File: config.mk
export PLATFORM = sky130hd
export DESIGN_NAME = preprocessor_token_classifier
export DESIGN_NICKNAME = d
export VERILOG_FILES = /design/src/hw/rtl/ptc_pkg.sv /design/src/hw/rtl/preprocessor_token_classifier.sv
export SDC_FILE = /design/constraint.sdc
export NUM_CORES = 1
export LEC_CHECK = 0
export ABC_AREA = 1
export ABC_CLOCK_PERIOD_IN_PS = 4840
export BUFFER_PORTS_ARGS = -buffer_cell sky130_fd_sc_hd__buf_2
export CELL_PAD_IN_SITES_DETAIL_PLACEMENT = 1
export CELL_PAD_IN_SITES_GLOBAL_PLACEMENT = 1
export CORE_MARGIN = 10
export CORE_UTILIZATION = 47
export CTS_CLUSTER_DIAMETER = 200
export DETAILED_ROUTE_END_ITERATION = 16
export GPL_TIMING_DRIVEN = 0
export PLACE_DENSITY_LB_ADDON = 0.1
export SLEW_MARGIN = 20
export SYNTH_ARGS = -nofsm -noshare
export SYNTH_HDL_FRONTEND = slang
export SYNTH_SLANG_ARGS = --single-unit
File: constraint.sdc
create_clock -name clk -period 4.84 [get_ports clk]
set_input_delay 0.484 -clock clk [delete_from_list [all_inputs] [get_ports clk]]
set_output_delay 0.484 -clock clk [all_outputs]
set_load 0.005 [all_outputs]
File: src/hw/rtl/ptc_pkg.sv
// ---------------------------------------------------------------------------
// ptc_pkg: shared types and constants of the preprocessor token classifier
// Token kind codes and the directive keyword table.
// ---------------------------------------------------------------------------
package ptc_pkg;

  // Keyword table geometry
  localparam int MAX_KEYWORD_LEN = 7;
  localparam int KW_COUNT        = 13;
  localparam int KW_TEXT_LEN     = 7;
  localparam int HEAD_DEPTH      = 3;
  localparam int COUNT_W         = 4;

  localparam logic [COUNT_W-1:0] COUNT_MAX = '1;

  // Token kinds, densely numbered
  typedef enum logic [5:0] {
    KIND_RAW_CHAR     = 6'd0,
    KIND_WHITESPACE   = 6'd1,
    KIND_CHARLIT      = 6'd2,
    KIND_STRLIT       = 6'd3,
    KIND_NUMBER       = 6'd4,
    KIND_PREPROC      = 6'd5,
    KIND_LINECOMMENT  = 6'd6,
    KIND_BLOCKCOMMENT = 6'd7,
    KIND_IDENT        = 6'd8,
    KIND_DEFINED      = 6'd9,
    KIND_SCOPE        = 6'd10,
    KIND_ASSIGN       = 6'd11,
    KIND_EQ           = 6'd12,
    KIND_NOT_EQ       = 6'd13,
    KIND_AND          = 6'd14,
    KIND_OR           = 6'd15,
    KIND_INCR         = 6'd16,
    KIND_LEFT_SHIFT   = 6'd17,
    KIND_LEQ          = 6'd18,
    KIND_RIGHT_SHIFT  = 6'd19,
    KIND_GEQ          = 6'd20,
    KIND_PTRMEM       = 6'd21,
    KIND_ARROW        = 6'd22,
    KIND_DECR         = 6'd23,
    KIND_ELLIPSIS     = 6'd24,
    KIND_IF           = 6'd25,
    KIND_ELIF         = 6'd26,
    KIND_ELSE         = 6'd27,
    KIND_LINE         = 6'd28,
    KIND_ENDIF        = 6'd29,
    KIND_IFDEF        = 6'd30,
    KIND_ERROR        = 6'd31,
    KIND_UNDEF        = 6'd32,
    KIND_PRAGMA       = 6'd33,
    KIND_IFNDEF       = 6'd34,
    KIND_DEFINE       = 6'd35,
    KIND_INCLUDE      = 6'd36
  } kind_t;

  typedef logic [KW_COUNT-1:0] kw_mask_t;

  localparam kw_mask_t KW_ALL_ALIVE = '1;

  // Keyword spelling, zero padded
  localparam logic [7:0] KW_TEXT [KW_COUNT][KW_TEXT_LEN] = '{
    '{"i", "f", 8'h00, 8'h00, 8'h00, 8'h00, 8'h00},
    '{"e", "l", "i", "f", 8'h00, 8'h00, 8'h00},
    '{"e", "l", "s", "e", 8'h00, 8'h00, 8'h00},
    '{"l", "i", "n", "e", 8'h00, 8'h00, 8'h00},
    '{"e", "n", "d", "i", "f", 8'h00, 8'h00},
    '{"i", "f", "d", "e", "f", 8'h00, 8'h00},
    '{"e", "r", "r", "o", "r", 8'h00, 8'h00},
    '{"u", "n", "d", "e", "f", 8'h00, 8'h00},
    '{"p", "r", "a", "g", "m", "a", 8'h00},
    '{"i", "f", "n", "d", "e", "f", 8'h00},
    '{"d", "e", "f", "i", "n", "e", 8'h00},
    '{"i", "n", "c", "l", "u", "d", "e"},
    '{"d", "e", "f", "i", "n", "e", "d"}
  };

  localparam logic [COUNT_W-1:0] KW_LEN [KW_COUNT] = '{
    4'd2, 4'd4, 4'd4, 4'd4, 4'd5, 4'd5, 4'd5, 4'd5, 4'd6, 4'd6, 4'd6, 4'd7, 4'd7
  };

  localparam kind_t KW_KIND [KW_COUNT] = '{
    KIND_IF, KIND_ELIF, KIND_ELSE, KIND_LINE, KIND_ENDIF, KIND_IFDEF, KIND_ERROR,
    KIND_UNDEF, KIND_PRAGMA, KIND_IFNDEF, KIND_DEFINE, KIND_INCLUDE, KIND_DEFINED
  };

endpackage

File: src/hw/rtl/preprocessor_token_classifier.sv
// ---------------------------------------------------------------------------
// preprocessor_token_classifier: token kind from the bytes of one token
// Tracks head bytes, length and keyword matches; emits one kind per token.
// ---------------------------------------------------------------------------
// Usage:
//   Input channel (in_valid/in_ready, ch, last) carries one token byte per
//   transaction, first byte first; last marks the token's final byte.
//   Output channel (out_valid/out_ready, token_kind, raw_code) carries one
//   transaction per token, raised by the byte with last set.
//   The result is registered and visible in the cycle after the final byte
//   is taken. Throughput: one byte per cycle while in_ready is high, set by
//   the per-byte update that feeds the state and result registers.
//   A byte is taken whenever the result register is empty or is being
//   drained in the same cycle, so a stalled receiver holds the input off
//   only while a finished result waits.
//   Reset clears the head bytes and byte count, marks every keyword as
//   still matching and empties the result register; the head bytes, count
//   and keyword matches are cleared the same way after each final byte.
// ---------------------------------------------------------------------------
module preprocessor_token_classifier (
  input  logic       clk,
  input  logic       rst,
  input  logic       in_valid,
  output logic       in_ready,
  input  logic [7:0] ch,
  input  logic       last,
  output logic       out_valid,
  input  logic       out_ready,
  output logic [5:0] token_kind,
  output logic [7:0] raw_code
);

  // Per-token state
  logic [7:0]                  head [ptc_pkg::HEAD_DEPTH];
  logic [ptc_pkg::COUNT_W-1:0] byte_count;
  ptc_pkg::kw_mask_t           keyword_alive;

  logic [7:0]                  head_next [ptc_pkg::HEAD_DEPTH];
  logic [ptc_pkg::COUNT_W-1:0] count_next;
  ptc_pkg::kw_mask_t           alive_next;

  ptc_pkg::kind_t kind_next;
  logic [7:0]     raw_next;
  logic           in_fire;

  // Operator rules with two lookahead bytes
  function automatic ptc_pkg::kind_t op_kind(input logic [7:0] a, input logic [7:0] b,
                                             input logic [7:0] c);
    ptc_pkg::kind_t k;
    k = ptc_pkg::KIND_RAW_CHAR;
    priority if (a == ":") begin
      if (b == ":") k = ptc_pkg::KIND_SCOPE;
    end else if (a == "*" || a == "/" || a == "%" || a == "^") begin
      if (b == "=") k = ptc_pkg::KIND_ASSIGN;
    end else if (a == "=") begin
      if (b == "=") k = ptc_pkg::KIND_EQ;
    end else if (a == "!") begin
      if (b == "=") k = ptc_pkg::KIND_NOT_EQ;
    end else if (a == "&") begin
      if (b == "&") k = ptc_pkg::KIND_AND;
      else if (b == "=") k = ptc_pkg::KIND_ASSIGN;
    end else if (a == "|") begin
      if (b == "|") k = ptc_pkg::KIND_OR;
      else if (b == "=") k = ptc_pkg::KIND_ASSIGN;
    end else if (a == "+") begin
      if (b == "+") k = ptc_pkg::KIND_INCR;
      else if (b == "=") k = ptc_pkg::KIND_ASSIGN;
    end else if (a == "<") begin
      if (b == "<") k = (c == "=") ? ptc_pkg::KIND_ASSIGN : ptc_pkg::KIND_LEFT_SHIFT;
      else if (b == "=") k = ptc_pkg::KIND_LEQ;
    end else if (a == ">") begin
      if (b == ">") k = (c == "=") ? ptc_pkg::KIND_ASSIGN : ptc_pkg::KIND_RIGHT_SHIFT;
      else if (b == "=") k = ptc_pkg::KIND_GEQ;
    end else if (a == "-") begin
      if (b == ">") k = (c == "*") ? ptc_pkg::KIND_PTRMEM : ptc_pkg::KIND_ARROW;
      else if (b == "-") k = ptc_pkg::KIND_DECR;
      else if (b == "=") k = ptc_pkg::KIND_ASSIGN;
    end else if (a == ".") begin
      if (b == "." && c == ".") k = ptc_pkg::KIND_ELLIPSIS;
      else if (b == "*") k = ptc_pkg::KIND_PTRMEM;
    end else begin
      k = ptc_pkg::KIND_RAW_CHAR;
    end
    return k;
  endfunction

  assign in_ready = !out_valid || out_ready;
  assign in_fire  = in_valid && in_ready;

  // State update for the incoming byte
  always_comb begin
    for (int i = 0; i < ptc_pkg::HEAD_DEPTH; i++) begin
      head_next[i] = (byte_count == ptc_pkg::COUNT_W'(i)) ? ch : head[i];
    end
    for (int k = 0; k < ptc_pkg::KW_COUNT; k++) begin
      alive_next[k] = keyword_alive[k]
                   && (byte_count < ptc_pkg::KW_LEN[k])
                   && (byte_count < ptc_pkg::COUNT_W'(ptc_pkg::MAX_KEYWORD_LEN))
                   && (ptc_pkg::KW_TEXT[k][byte_count[2:0]] == ch);
    end
    count_next = (byte_count == ptc_pkg::COUNT_MAX) ? byte_count
                                                     : byte_count + 1'b1;
  end

  // Classification on the updated state
  always_comb begin
    logic [7:0] a;
    logic       hit;
    a         = head_next[0];
    hit       = 1'b0;
    kind_next = ptc_pkg::KIND_IDENT;
    priority if (a == " " || a == "\t" || a == 8'h0B || a == 8'h0C || a == 8'h0D) begin
      kind_next = ptc_pkg::KIND_WHITESPACE;
    end else if (a == "'") begin
      kind_next = ptc_pkg::KIND_CHARLIT;
    end else if (a == "\"") begin
      kind_next = ptc_pkg::KIND_STRLIT;
    end else if (a >= "0" && a <= "9") begin
      kind_next = ptc_pkg::KIND_NUMBER;
    end else if (a == "#") begin
      kind_next = ptc_pkg::KIND_PREPROC;
    end else if ((a >= "a" && a <= "z") || (a >= "A" && a <= "Z") || a == "_") begin
      // first surviving keyword of the exact length wins
      for (int k = 0; k < ptc_pkg::KW_COUNT; k++) begin
        if (!hit && alive_next[k] && ptc_pkg::KW_LEN[k] == count_next) begin
          hit       = 1'b1;
          kind_next = ptc_pkg::KW_KIND[k];
        end
      end
    end else if (a == "/" && head_next[1] == "/") begin
      kind_next = ptc_pkg::KIND_LINECOMMENT;
    end else if (a == "/" && head_next[1] == "*") begin
      kind_next = ptc_pkg::KIND_BLOCKCOMMENT;
    end else begin
      kind_next = op_kind(a, head_next[1], head_next[2]);
    end
    raw_next = (kind_next == ptc_pkg::KIND_RAW_CHAR) ? a : 8'h00;
  end

  // Per-token state registers; cleared after each final byte
  always_ff @(posedge clk) begin
    if (rst) begin
      for (int i = 0; i < ptc_pkg::HEAD_DEPTH; i++) head[i] <= 8'h00;
      byte_count    <= '0;
      keyword_alive <= ptc_pkg::KW_ALL_ALIVE;
    end else if (in_fire) begin
      if (last) begin
        for (int i = 0; i < ptc_pkg::HEAD_DEPTH; i++) head[i] <= 8'h00;
        byte_count    <= '0;
        keyword_alive <= ptc_pkg::KW_ALL_ALIVE;
      end else begin
        head          <= head_next;
        byte_count    <= count_next;
        keyword_alive <= alive_next;
      end
    end
  end

  // Result register
  always_ff @(posedge clk) begin
    if (rst) begin
      out_valid <= 1'b0;
    end else if (in_fire && last) begin
      out_valid <= 1'b1;
    end else if (out_ready) begin
      out_valid <= 1'b0;
    end
  end

  always_ff @(posedge clk) begin
    if (in_fire && last) begin
      token_kind <= kind_next;
      raw_code   <= raw_next;
    end
  end

endmodule
==> impl_metrics.py, run 1 <==
metrics = {
    "clock_network": {
        "clock_latency_ns": 0.33,
        "cts_buffer_depth": 2,
        "cts_root_buf": "clkbuf_8",
        "htreeDepth": 2,
        "holdBufCountCts": 0,
        "clock_sinks": 56,
        "cts_tree": "done",
        "post_cts_buffers": 0,
        "path_clk_slew_ns": 0.11,
        "cts-buffers-inserted": 5,
        "ctsResizeCount": 0,
    },
    "global_route": {
        "antenna_found_initial": 0,
        "grt_pass1_vias": 5855,
        "overflow": 0,
        "grt_usage_pct": 23.9,
        "grt_max_degree": 19,
        "grt_pass1_wl_um": 30800,
    },
    "finish": {
        "drive_gt1_share_pct": 11.8,
        "syn_to_final_growth_pct": 7.71,
        "nNetsFinal": 921,
        "n_fill_cell": 1580,
        "layout_common_cells": "282 x nand2_1, 107 x nor2_1, 87 x inv_1, 52 x a21oi_1, 51 x nand3_1",
        "final_util_pct": 51.3,
        "layout_commonest_cell": "nand2_1",
        "antenna_cells": 0,
    },
    "sta": {
        "rsz0062_at_grt": "false",
        "tightest_slew_ns": 1.04,
        "fin_crit_ns": 4.44,
        "slew_violations": 0,
        "fin_skew_ns": 0.0148,
        "setup_viol": 0,
        "slew_headroom_pct": 29.9,
        "fin_setup_tns_ns": 0,
        "period_share_pct": 91.8,
        "hold_viol": 0,
        "fmax_mhz": 225,
    },
    "yosys": {
        "ys_types": 49,
        "synth_top_cells_by_area": "nand2_1 21%, dfxtp_1 16%, edfxtp_1 8.2%",
        "synthArstFlopShare_pct": 0,
        "synthFlopType": "dfxtp_1",
        "syn_nets": 888,
        "synth_top_area_share_pct": 20.6,
        "ys_seq_area_share_pct": 24.5,
        "synth_top_cell_by_area": "nand2_1",
        "yosysWarnings": 0,
        "postSynthCellCount": 863,
        "synth_edf_count": 14,
        "ys_ff_latch": 56,
        "netlist_area_mm2": 0.00514,
        "syn_avg_cell_area_um2": 5.96,
    },
    "critical_path": {
        "worstPathArrival_ns": 4.54,
        "slowest_stage": "dfxtp_1",
        "end_kind": "flip-flop",
        "rrSetupSlack_ns": 0.40,
        "startpoint_type": "flip-flop",
        "r2r-end": "raw_code[5]$_SDFFCE_PP0P_",
        "critPathRequiredTime_ns": 4.93,
        "worst_r2r_path_depth": 30,
        "cp_common_cell": "nand2_1",
        "path_class": "flip-flop to flip-flop",
        "critPathMaxStageDelay_ns": 0.68,
        "r2r-start": "byte_count[1]$_SDFFE_PP0P_",
        "critPathMaxFanout": 11,
    },
    "floorplanning": {
        "core_mm2": 0.0108,
        "chipHeight_um": 125,
        "initial_core_util_pct": 47.6,
        "row_count": 38,
        "die_area_mm2": 0.0155,
        "die_w_um": 125,
        "num_io_pins": 29,
    },
    "drt": {
        "route.detailed.drc": 0,
        "via_count": 5847,
        "dr.pass1.iters": 5,
        "final_antenna_net_count": 0,
        "drt_iter0_markers": 363,
        "finalWirelength_um": 19300,
        "viasPerCell": 5.64,
        "avgRoutedWirePerCell_um": 18.6,
    },
    "pwr": {
        "clockPowerShare_pct": 25.1,
        "seq_power_share_pct": 47.0,
        "worst_ir_drop_vdd_uv": 120,
        "switchingPower_uw": 401,
        "p_leak_nw": 2.48,
        "intPower_uw": 699,
        "p_comb_share_pct": 27.8,
        "power_density_mw_per_mm2": 199,
        "switching_share_pct": 36.4,
    },
    "placement": {
        "io_buffers": 26,
        "gp_congestion": 0.928,
        "dp_hpwl_um": 15600,
    },
    "worst_hold_path": {
        "hp-start": "rst",
        "hp-class": "primary input to flip-flop",
        "hold_depth": 4,
        "holdPathEnd": "out_valid$_SDFFE_PP0P_",
    },
    "outcome": {
        "status": "complete, no violations",
    },
    "run": {
        "drv_cap": 0,
    },
}
-- worst max path at each step --
| stage | startpoint | endpoint | slack, ns | cells after the start |
|---|---|---|---|---|
| finish | byte_count[1]$_SDFFE_PP0P_ | raw_code[5]$_SDFFCE_PP0P_ | 0.40 | 30 |
| global route | byte_count[1]$_SDFFE_PP0P_ | raw_code[5]$_SDFFCE_PP0P_ | 0.08 | 30 |
| CTS | byte_count[1]$_SDFFE_PP0P_ | raw_code[5]$_SDFFCE_PP0P_ | 0.51 | 30 |
| detailed placement | byte_count[1]$_SDFFE_PP0P_ | raw_code[5]$_SDFFCE_PP0P_ | 0.57 | 30 |
| global placement | byte_count[1]$_SDFFE_PP0P_ | raw_code[1]$_SDFFCE_PP0P_ | 0.72 | 30 |
| floorplan | byte_count[0]$_SDFFE_PP0P_ | raw_code[1]$_SDFFCE_PP0P_ | 1.60 | 24 |
-- power groups by stage --
stage                     clock (mW)  sequential [mW]  combinational [mW]
final                          0.277            0.518               0.306
after global routing           0.302            0.519               0.340
after floorplan                    0            0.525               0.211
after global placement             0            0.526               0.291
after CTS                      0.284            0.517               0.304
after detailed placement           0            0.528               0.303
-- through the flow --
| stage | power, mW | area [µm²] | setup slack, ns | hold WS [ns] | instances |
|---|---|---|---|---|---|
| 2_1_floorplan | 0.735 | 5140 | 1.60 | 0.429 | 863 |
| 3_3_place_gp | 0.817 | 5450 | 0.723 | 0.451 | 1029 |
| 3_5_place_dp | 0.830 | 5450 | 0.566 | 0.460 | 1029 |
| 4_1_cts | 1.11 | 5540 | 0.513 | 0.424 | 1037 |
| 5_1_grt | 1.16 | 5540 | 0.0780 | 0.442 | 1037 |
| 6_report | 1.10 | 5540 | 0.395 | 0.427 | 1037 |
-- cell usage after synthesis, types with 2 or more instances --
cell and count:
nand3_2 2, a211oi_1 3, o2111ai_1 2, nor2_2 15, ha_1 12, nor2_1 107
nor2_4 7, xor2_1 15, nor3_2 2, inv_2 10, nor4_1 5, o21ai_1 14
nand2_1 282, a21oi_1 52, clkbuf_1 14, buf_6 7, nand2_2 7, clkbuf_4 3
o31ai_1 3, o211ai_1 4, nand4_1 15, nand3b_1 2, nor3_1 10, edfxtp_1 14
nand2_4 3, dfxtp_1 42, xnor2_1 2, buf_2 5, o21ai_2 7, nand3_1 51
o21ai_0 39, inv_1 87, o22ai_1 2, clkinv_1 3
-- cell type report --
type | instances | area [µm²] | share of cell area, %
multi-input cells | 677 | 3320 | 59.9
flip-flops and latches | 56 | 1260 | 22.8
inverters | 100 | 375 | 6.78
plain buffers | 30 | 186 | 3.37
well taps | 140 | 175 | 3.16
repair buffers | 26 | 130 | 2.35
clock buffers | 5 | 68.8 | 1.24
clock inverters | 3 | 22.5 | 0.407
-- logic make-up (layout without fill, tap and decap cells) --
kind of cell | count (synthesis) | count (layout) | synth area share [%]
flip-flops | 56 | 56 | 24.5
XOR/XNOR | 17 | 17 | 2.90
AO/OA/AOI/OAI | 135 | 135 | 15.2
buffers and inverters | 130 | 164 | 10.9
adder cells (fa/ha/maj) | 12 | 12 | 2.92
AND/OR/NAND/NOR | 513 | 513 | 43.5
-- registers in the layout, summed over array words and instances (netlist names) --
signal         count
byte_count         4
token_kind         6
out_valid          1
keyword_alive     13
head              24
raw_code           8
-- routing by layer --
layer | part of all wire [%] | global-route usage, % | vias to the layer above
met2 | 45 | 38.8 | 164
met3 | 5.6 | 4.64 | 33
met4 | 3.2 | 8.57 | 0
met1 | 46 | 30.8 | 2802
li1 | - | - | 2848
met5 | 0 | 0 | -
-- worst max-delay path, delay by kind of cell (launching register included) --
family	cells	cell delay, ns
DFF	1	0.68
adders and majority gates	1	0.25
buffers and inverters	4	0.86
and+or+nand+nor	25	2.40
Note: power is estimated with default switching activity, not from simulation.
==> run 2: changes to the inputs <==
--- a/config.mk
+++ b/config.mk
@@ -5,14 +5,14 @@
 export SDC_FILE = /design/constraint.sdc
 export NUM_CORES = 1
 export LEC_CHECK = 0
-export ABC_AREA = 1
 export ABC_CLOCK_PERIOD_IN_PS = 4840
 export BUFFER_PORTS_ARGS = -buffer_cell sky130_fd_sc_hd__buf_2
 export CELL_PAD_IN_SITES_DETAIL_PLACEMENT = 1
 export CELL_PAD_IN_SITES_GLOBAL_PLACEMENT = 1
 export CORE_MARGIN = 10
-export CORE_UTILIZATION = 47
+export CORE_UTILIZATION = 51
 export CTS_CLUSTER_DIAMETER = 200
+export CTS_CLUSTER_SIZE = 28
 export DETAILED_ROUTE_END_ITERATION = 16
 export GPL_TIMING_DRIVEN = 0
 export PLACE_DENSITY_LB_ADDON = 0.1
==> run 2 against run 1 <==
Net effect:
- flip-flop and latch count unchanged
- sequential share of layout area is 1.7 points lower
- largest cell class unchanged
- largest power group unchanged
- cell area rose by 8.0%
- synthesized area up 8.7%
- clock skew rose by 0.0031 ns
- critical path depth down 21
==> impl_metrics.py, run 2 <==
metrics = {
    "global_route": {
        "use_met2_pct": 45.5,
        "overflow": 0,
        "grt_util_met1_pct": 40.8,
        "grt_max_degree": 19,
        "grt_pass1_vias": 6352,
        "gr-max-usage-layer": "met2",
        "grt_pass1_wl_um": 37700,
        "grt_util_met3_pct": 7.23,
        "grt_usage_pct": 29.8,
        "antenna_found_initial": 0,
    },
    "finish": {
        "nNetsFinal": 781,
        "seq_area_mm2": 0.00126,
        "n_fill_cell": 1370,
        "syn_to_final_growth_pct": 7.01,
        "multi_input_comb_area_mm2": 0.00400,
        "layout_commonest_cell": "nor2_1",
        "largest_reg_flops": 24,
        "stdcell_area_mm2": 0.00598,
        "max_flop_register": "head",
        "layout_common_cells": "68 x nor2_1, 65 x nand2_1, 42 x buf_2, 42 x dfxtp_1, 30 x clkbuf_1",
        "reg_top3": "head x24, keyword_alive x13, raw_code x8",
        "drive_gt1_share_pct": 11.9,
        "antenna_cells": 0,
    },
    "clock_network": {
        "path_clk_slew_ns": 0.11,
        "cts_buffer_depth": 2,
        "holdBufCountCts": 0,
        "clock_sinks": 56,
        "post_cts_buffers": 0,
        "cts_tree": "done",
        "htreeDepth": 2,
        "cts-buffers-inserted": 5,
        "ctsResizeCount": 0,
        "cts_root_buf": "clkbuf_8",
        "clock_latency_ns": 0.34,
    },
    "drt": {
        "avgRoutedWirePerCell_um": 27.4,
        "viasPerCell": 7.20,
        "route.detailed.drc": 0,
        "final_antenna_net_count": 0,
        "dr.pass1.iters": 6,
        "via_count": 6456,
        "finalWirelength_um": 24600,
        "drt_iter0_markers": 1018,
    },
    "sta": {
        "setup_ws_ns": 0.180,
        "fin_setup_tns_ns": 0,
        "fin_crit_ns": 4.66,
        "setup_viol": 0,
        "rsz0062_at_grt": "false",
        "slew_violations": 0,
        "fmax_mhz": 215,
        "tightest_slew_ns": 1.23,
        "slew_headroom_pct": 16.1,
        "period_share_pct": 96.3,
        "hold_viol": 0,
        "fin_skew_ns": 0.0180,
    },
    "floorplanning": {
        "die_w_um": 125,
        "die_area_mm2": 0.0155,
        "initial_core_util_pct": 51.8,
        "chipHeight_um": 125,
        "num_io_pins": 29,
        "core_mm2": 0.0108,
        "row_count": 38,
    },
    "pwr": {
        "clockPowerShare_pct": 24.8,
        "intPower_uw": 712,
        "worst_ir_drop_vdd_uv": 327,
        "switchingPower_uw": 420,
        "p_total_mw": 1.13,
        "power_density_mw_per_mm2": 189,
        "switching_share_pct": 37.1,
        "p_comb_share_pct": 29.6,
        "seq_power_share_pct": 45.7,
        "p_leak_nw": 2.05,
    },
    "critical_path": {
        "path_class": "flip-flop to flip-flop",
        "critPathMaxFanout": 12,
        "crit_chain": "inv_1, ha_1, nor3b_2, mux2i_1, o21ai_0, and3_1, nor4_1, a2bb2oi_2, a2111oi_2",
        "critPathMaxStageDelay_ns": 0.95,
        "path_buf_inv": 1,
        "end_kind": "flip-flop",
        "startpoint_type": "flip-flop",
        "slowest_stage": "mux2i_1",
        "rrSetupSlack_ns": 0.18,
        "worstPathArrival_ns": 4.79,
        "crit_family": "simple AND/OR/NAND/NOR gates",
        "critPathRequiredTime_ns": 4.97,
    },
    "yosys": {
        "synth_edf_count": 14,
        "synthTopCellsByCount": "68 x nor2_1, 65 x nand2_1, 42 x dfxtp_1, 30 x clkbuf_1, 28 x a22oi_1",
        "synth_top_cell_by_area": "dfxtp_1",
        "synth_top_area_share_pct": 15.0,
        "ys_seq_area_share_pct": 22.6,
        "synthArstFlopShare_pct": 0,
        "synth_top_cells_by_area": "dfxtp_1 15%, edfxtp_1 7.5%, nor2_1 4.6%",
        "synthFlopType": "dfxtp_1",
        "synth.most_common_cell": "nor2_1",
        "syn_nets": 749,
        "syn_avg_cell_area_um2": 7.72,
        "yosysWarnings": 0,
        "netlist_area_mm2": 0.00559,
        "ys_types": 94,
        "postSynthCellCount": 724,
        "ys_ff_latch": 56,
    },
    "worst_hold_path": {
        "hp-class": "primary input to flip-flop",
    },
    "placement": {
        "io_buffers": 25,
        "post-place-ws_ns": 0.357,
        "placed_cell_area_mm2": 0.00589,
        "dp_hpwl_um": 19200,
        "gp_congestion": 1.02,
    },
    "run": {
        "drv_cap": 0,
    },
    "outcome": {
        "status": "complete, no violations",
    },
}
run 2: per-stage QoR:
| step | cells | utilization (%) | hold slack, ns |
|---|---|---|---|
| final | 897 | 55.4 | 0.474 |
| after global placement | 889 | 54.6 | 0.450 |
| after detailed placement | 889 | 54.6 | 0.468 |
| after CTS | 897 | 55.4 | 0.469 |
| after floorplan | 724 | - | 0.432 |
| after global routing | 897 | 55.4 | 0.482 |
run 2: area by class of cell:
type                       instances  area share, %
buffer                            58           4.56
sequential                        56           21.1
tap                              140           2.93
multi-input combinational        595           66.9
clock inverter                     3          0.377
inverter                          15          0.942
clock buffer                       5           1.15
timing repair buffer              25           2.09
run 2: layer usage:
metal  part of all wire, %  vias to the layer above
met5                     0                        -
met4                   2.7                        0
met3                    12                       65
met2                    43                      438
met1                    42                     3133
li1                      -                     2820
run 2: worst reg2reg max path: stages, from the launching register on:
cell	delay [ns]
dfxtp_1	0.50
inv_1	0.34
ha_1	0.30
nor3b_2	0.44
mux2i_1	0.95
o21ai_0	0.38
and3_1	0.27
nor4_1	0.57
a2bb2oi_2	0.28
a2111oi_2	0.43
run 2: logic make-up (layout without fill, tap and decap cells):
logic type,count (synthesis),count (layout),share of synthesized area (%)
flops,56,56,22.6
compound gates,220,220,30.1
buf+inv,73,106,5.89
fa+ha+maj,12,12,2.69
simple gates,320,320,31.6
mux,14,14,2.60
xor+xnor,29,29,4.55
run 2: power groups by stage:
stage / Clock, mW / Sequential, mW / Combinational, mW
CTS: 0.276 / 0.516 / 0.320
global route: 0.296 / 0.518 / 0.351
finish: 0.280 / 0.517 / 0.335
global placement: 0 / 0.525 / 0.306
floorplan: 0 / 0.521 / 0.215
detailed placement: 0 / 0.526 / 0.318
run 2: worst paths after layout:
path / startpoint / to / cells past startpoint
worst max-delay path: byte_count[1]$_SDFFE_PP0P_ / raw_code[1]$_SDFFCE_PP0P_ / 9
worst min-delay path: last / out_valid$_SDFFE_PP0P_ / 3
worst max register to register: byte_count[1]$_SDFFE_PP0P_ / raw_code[1]$_SDFFCE_PP0P_ / 9
worst min register to register: keyword_alive[9]$_SDFFE_PP1P_ / keyword_alive[9]$_SDFFE_PP1P_ / 2
==> run 3: changes to the inputs <==
--- a/config.mk
+++ b/config.mk
@@ -7,6 +7,7 @@
 export LEC_CHECK = 0
 export ABC_CLOCK_PERIOD_IN_PS = 4840
 export BUFFER_PORTS_ARGS = -buffer_cell sky130_fd_sc_hd__buf_2
+export CAP_MARGIN = 20
 export CELL_PAD_IN_SITES_DETAIL_PLACEMENT = 1
 export CELL_PAD_IN_SITES_GLOBAL_PLACEMENT = 1
 export CORE_MARGIN = 10
@@ -14,7 +15,6 @@
 export CTS_CLUSTER_DIAMETER = 200
 export CTS_CLUSTER_SIZE = 28
 export DETAILED_ROUTE_END_ITERATION = 16
-export GPL_TIMING_DRIVEN = 0
 export PLACE_DENSITY_LB_ADDON = 0.1
 export SLEW_MARGIN = 20
 export SYNTH_ARGS = -nofsm -noshare
==> run 3 against run 2 <==
Net effect:
- clock skew fell by 0.0014 ns
- sequential share of layout area rose by 0.69 points
- global-route usage fell by 2.1 points
- combinational power fell by 9.6%
- clock power rose by 7.9%
- final cell count fell by 5.2%
- highest routed layer unchanged
- critical endpoint is now raw_code[2]$_SDFFCE_PP0P_
- setup slack improved by 0.41 ns
==> impl_metrics.py, run 3 (synthesis results as in run 2) <==
metrics = {
    "clock_network": {
        "holdBufCountCts": 0,
        "cts_buffer_depth": 2,
        "ctsResizeCount": 0,
        "path_clk_slew_ns": 0.12,
        "cts_root_buf": "clkbuf_8",
        "clock_latency_ns": 0.36,
        "htreeDepth": 2,
        "post_cts_buffers": 0,
        "cts_tree": "done",
        "clock_sinks": 56,
        "cts-buffers-inserted": 5,
    },
    "critical_path": {
        "crit_chain": "inv_1, ha_1, or3b_1, mux2i_1, a21oi_1, or3_1, a31o_2, o211ai_1, nand4_4, a2111oi_2",
        "slowest_stage": "or3b_1",
        "critPathMaxFanout": 25,
        "worstPathArrival_ns": 4.40,
        "path_buf_inv": 1,
        "path_class": "flip-flop to flip-flop",
        "critPathMaxStageDelay_ns": 0.77,
        "critPathRequiredTime_ns": 4.99,
        "crit_family": "simple AND/OR/NAND/NOR gates",
        "end_kind": "flip-flop",
        "startpoint_type": "flip-flop",
    },
    "finish": {
        "stdcell_area_mm2": 0.00579,
        "largest_reg_flops": 24,
        "final_util_pct": 53.7,
        "nNetsFinal": 734,
        "reg_top3": "head x24, keyword_alive x13, raw_code x8",
        "max_flop_register": "head",
        "drive_gt1_share_pct": 11.3,
        "layout_common_cells": "67 x nor2_1, 64 x nand2_1, 42 x dfxtp_1, 28 x a22oi_1, 28 x buf_2",
        "antenna_cells": 0,
        "n_fill_cell": 1336,
        "syn_to_final_growth_pct": 3.63,
        "layout_commonest_cell": "nor2_1",
    },
    "drt": {
        "final_antenna_net_count": 0,
        "drt_iter0_markers": 664,
        "route.detailed.drc": 0,
        "finalWirelength_um": 22400,
        "via_count": 6112,
        "dr.pass1.iters": 5,
        "avgRoutedWirePerCell_um": 26.4,
        "viasPerCell": 7.19,
    },
    "sta": {
        "hold_viol": 0,
        "slew_headroom_pct": 39.3,
        "setup_viol": 0,
        "period_share_pct": 87.8,
        "rsz0062_at_grt": "false",
        "fin_skew_ns": 0.0166,
        "tightest_slew_ns": 0.911,
        "fmax_mhz": 235,
        "fin_crit_ns": 4.25,
        "fin_setup_tns_ns": 0,
        "slew_violations": 0,
    },
    "global_route": {
        "overflow": 0,
        "grt_max_degree": 51,
        "grt_pass1_wl_um": 35000,
        "grt_usage_pct": 27.7,
        "antenna_found_initial": 0,
        "grt_pass1_vias": 6019,
    },
    "run": {
        "drv_cap": 0,
    },
    "placement": {
        "placed_cell_area_mm2": 0.00569,
        "dp_hpwl_um": 16900,
        "io_buffers": 28,
        "gp_congestion": 0.992,
    },
    "floorplanning": {
        "num_io_pins": 29,
        "die_area_mm2": 0.0155,
        "die_w_um": 125,
        "row_count": 38,
        "initial_core_util_pct": 51.8,
        "core_mm2": 0.0108,
        "chipHeight_um": 125,
    },
    "pwr": {
        "power_density_mw_per_mm2": 194,
        "worst_ir_drop_vdd_uv": 234,
        "p_leak_nw": 1.96,
    },
    "outcome": {
        "status": "complete, no violations",
    },
    "worst_hold_path": {
        "hp-class": "primary input to flip-flop",
    },
}
-- run 3: changes by cell type in the layout (fill, tap and decap cells not counted), sizes merged --
cell,before,now
clkbuf,35,5
buf,53,36
inv,16,17
clkinv,2,1
-- run 3: metal layers --
layer / vias up / global-route usage (%) / part of all wire, %
li1: 2731 / - / -
met1: 3044 / 36.9 / 42
met2: 290 / 42.3 / 45
met3: 47 / 7.15 / 9.9
met4: 0 / 8.98 / 2.8
met5: - / 0 / 0
-- run 3: layout make-up --
class	count	area (µm²)	share of cell area, %
sequential	56	1260	21.8
clock inverter	3	26.3	0.454
multi-input combinational	595	4000	69.1
timing repair buffer	36	200	3.46
inverter	15	56.3	0.972
clock buffer	5	68.8	1.19
tap	140	175	3.03
-- run 3: per-stage QoR --
step                      hold slack [ns]  worst slack (ns)  power, mW  std cells
after floorplan                     0.432              1.51      0.736        724
after global placement              0.444             0.937      0.811        842
after detailed placement            0.453             0.744      0.824        842
after CTS                           0.479             0.709       1.11        850
after global routing                0.511             0.414       1.17        850
final                               0.478             0.589       1.12        850
-- run 3: tightest hold or removal path: stages --
cell and delay, ns:
buf_2 0.07, nand2b_1 0.16, a21oi_1 0.08
-- run 3: final timing paths --
path / slack (ns) / start / endpoint / depth (start not counted)
min: 0.48 / out_ready / out_valid$_SDFFE_PP0P_ / 3
max: 0.59 / byte_count[1]$_SDFFE_PP0P_ / raw_code[2]$_SDFFCE_PP0P_ / 10
min reg2reg: 0.48 / keyword_alive[2]$_SDFFE_PP1P_ / keyword_alive[2]$_SDFFE_PP1P_ / 2
max reg2reg: 0.59 / byte_count[1]$_SDFFE_PP0P_ / raw_code[2]$_SDFFCE_PP0P_ / 10
-- run 3: where the power goes --
| group | leakage [nW] | internal, mW | switching [mW] |
|---|---|---|---|
| Sequential | 0.478 | 0.502 | 0.0185 |
| Clock | 0.0506 | 0.108 | 0.195 |
| Combinational | 1.43 | 0.0996 | 0.203 |
| Total | 1.96 | 0.709 | 0.416 |
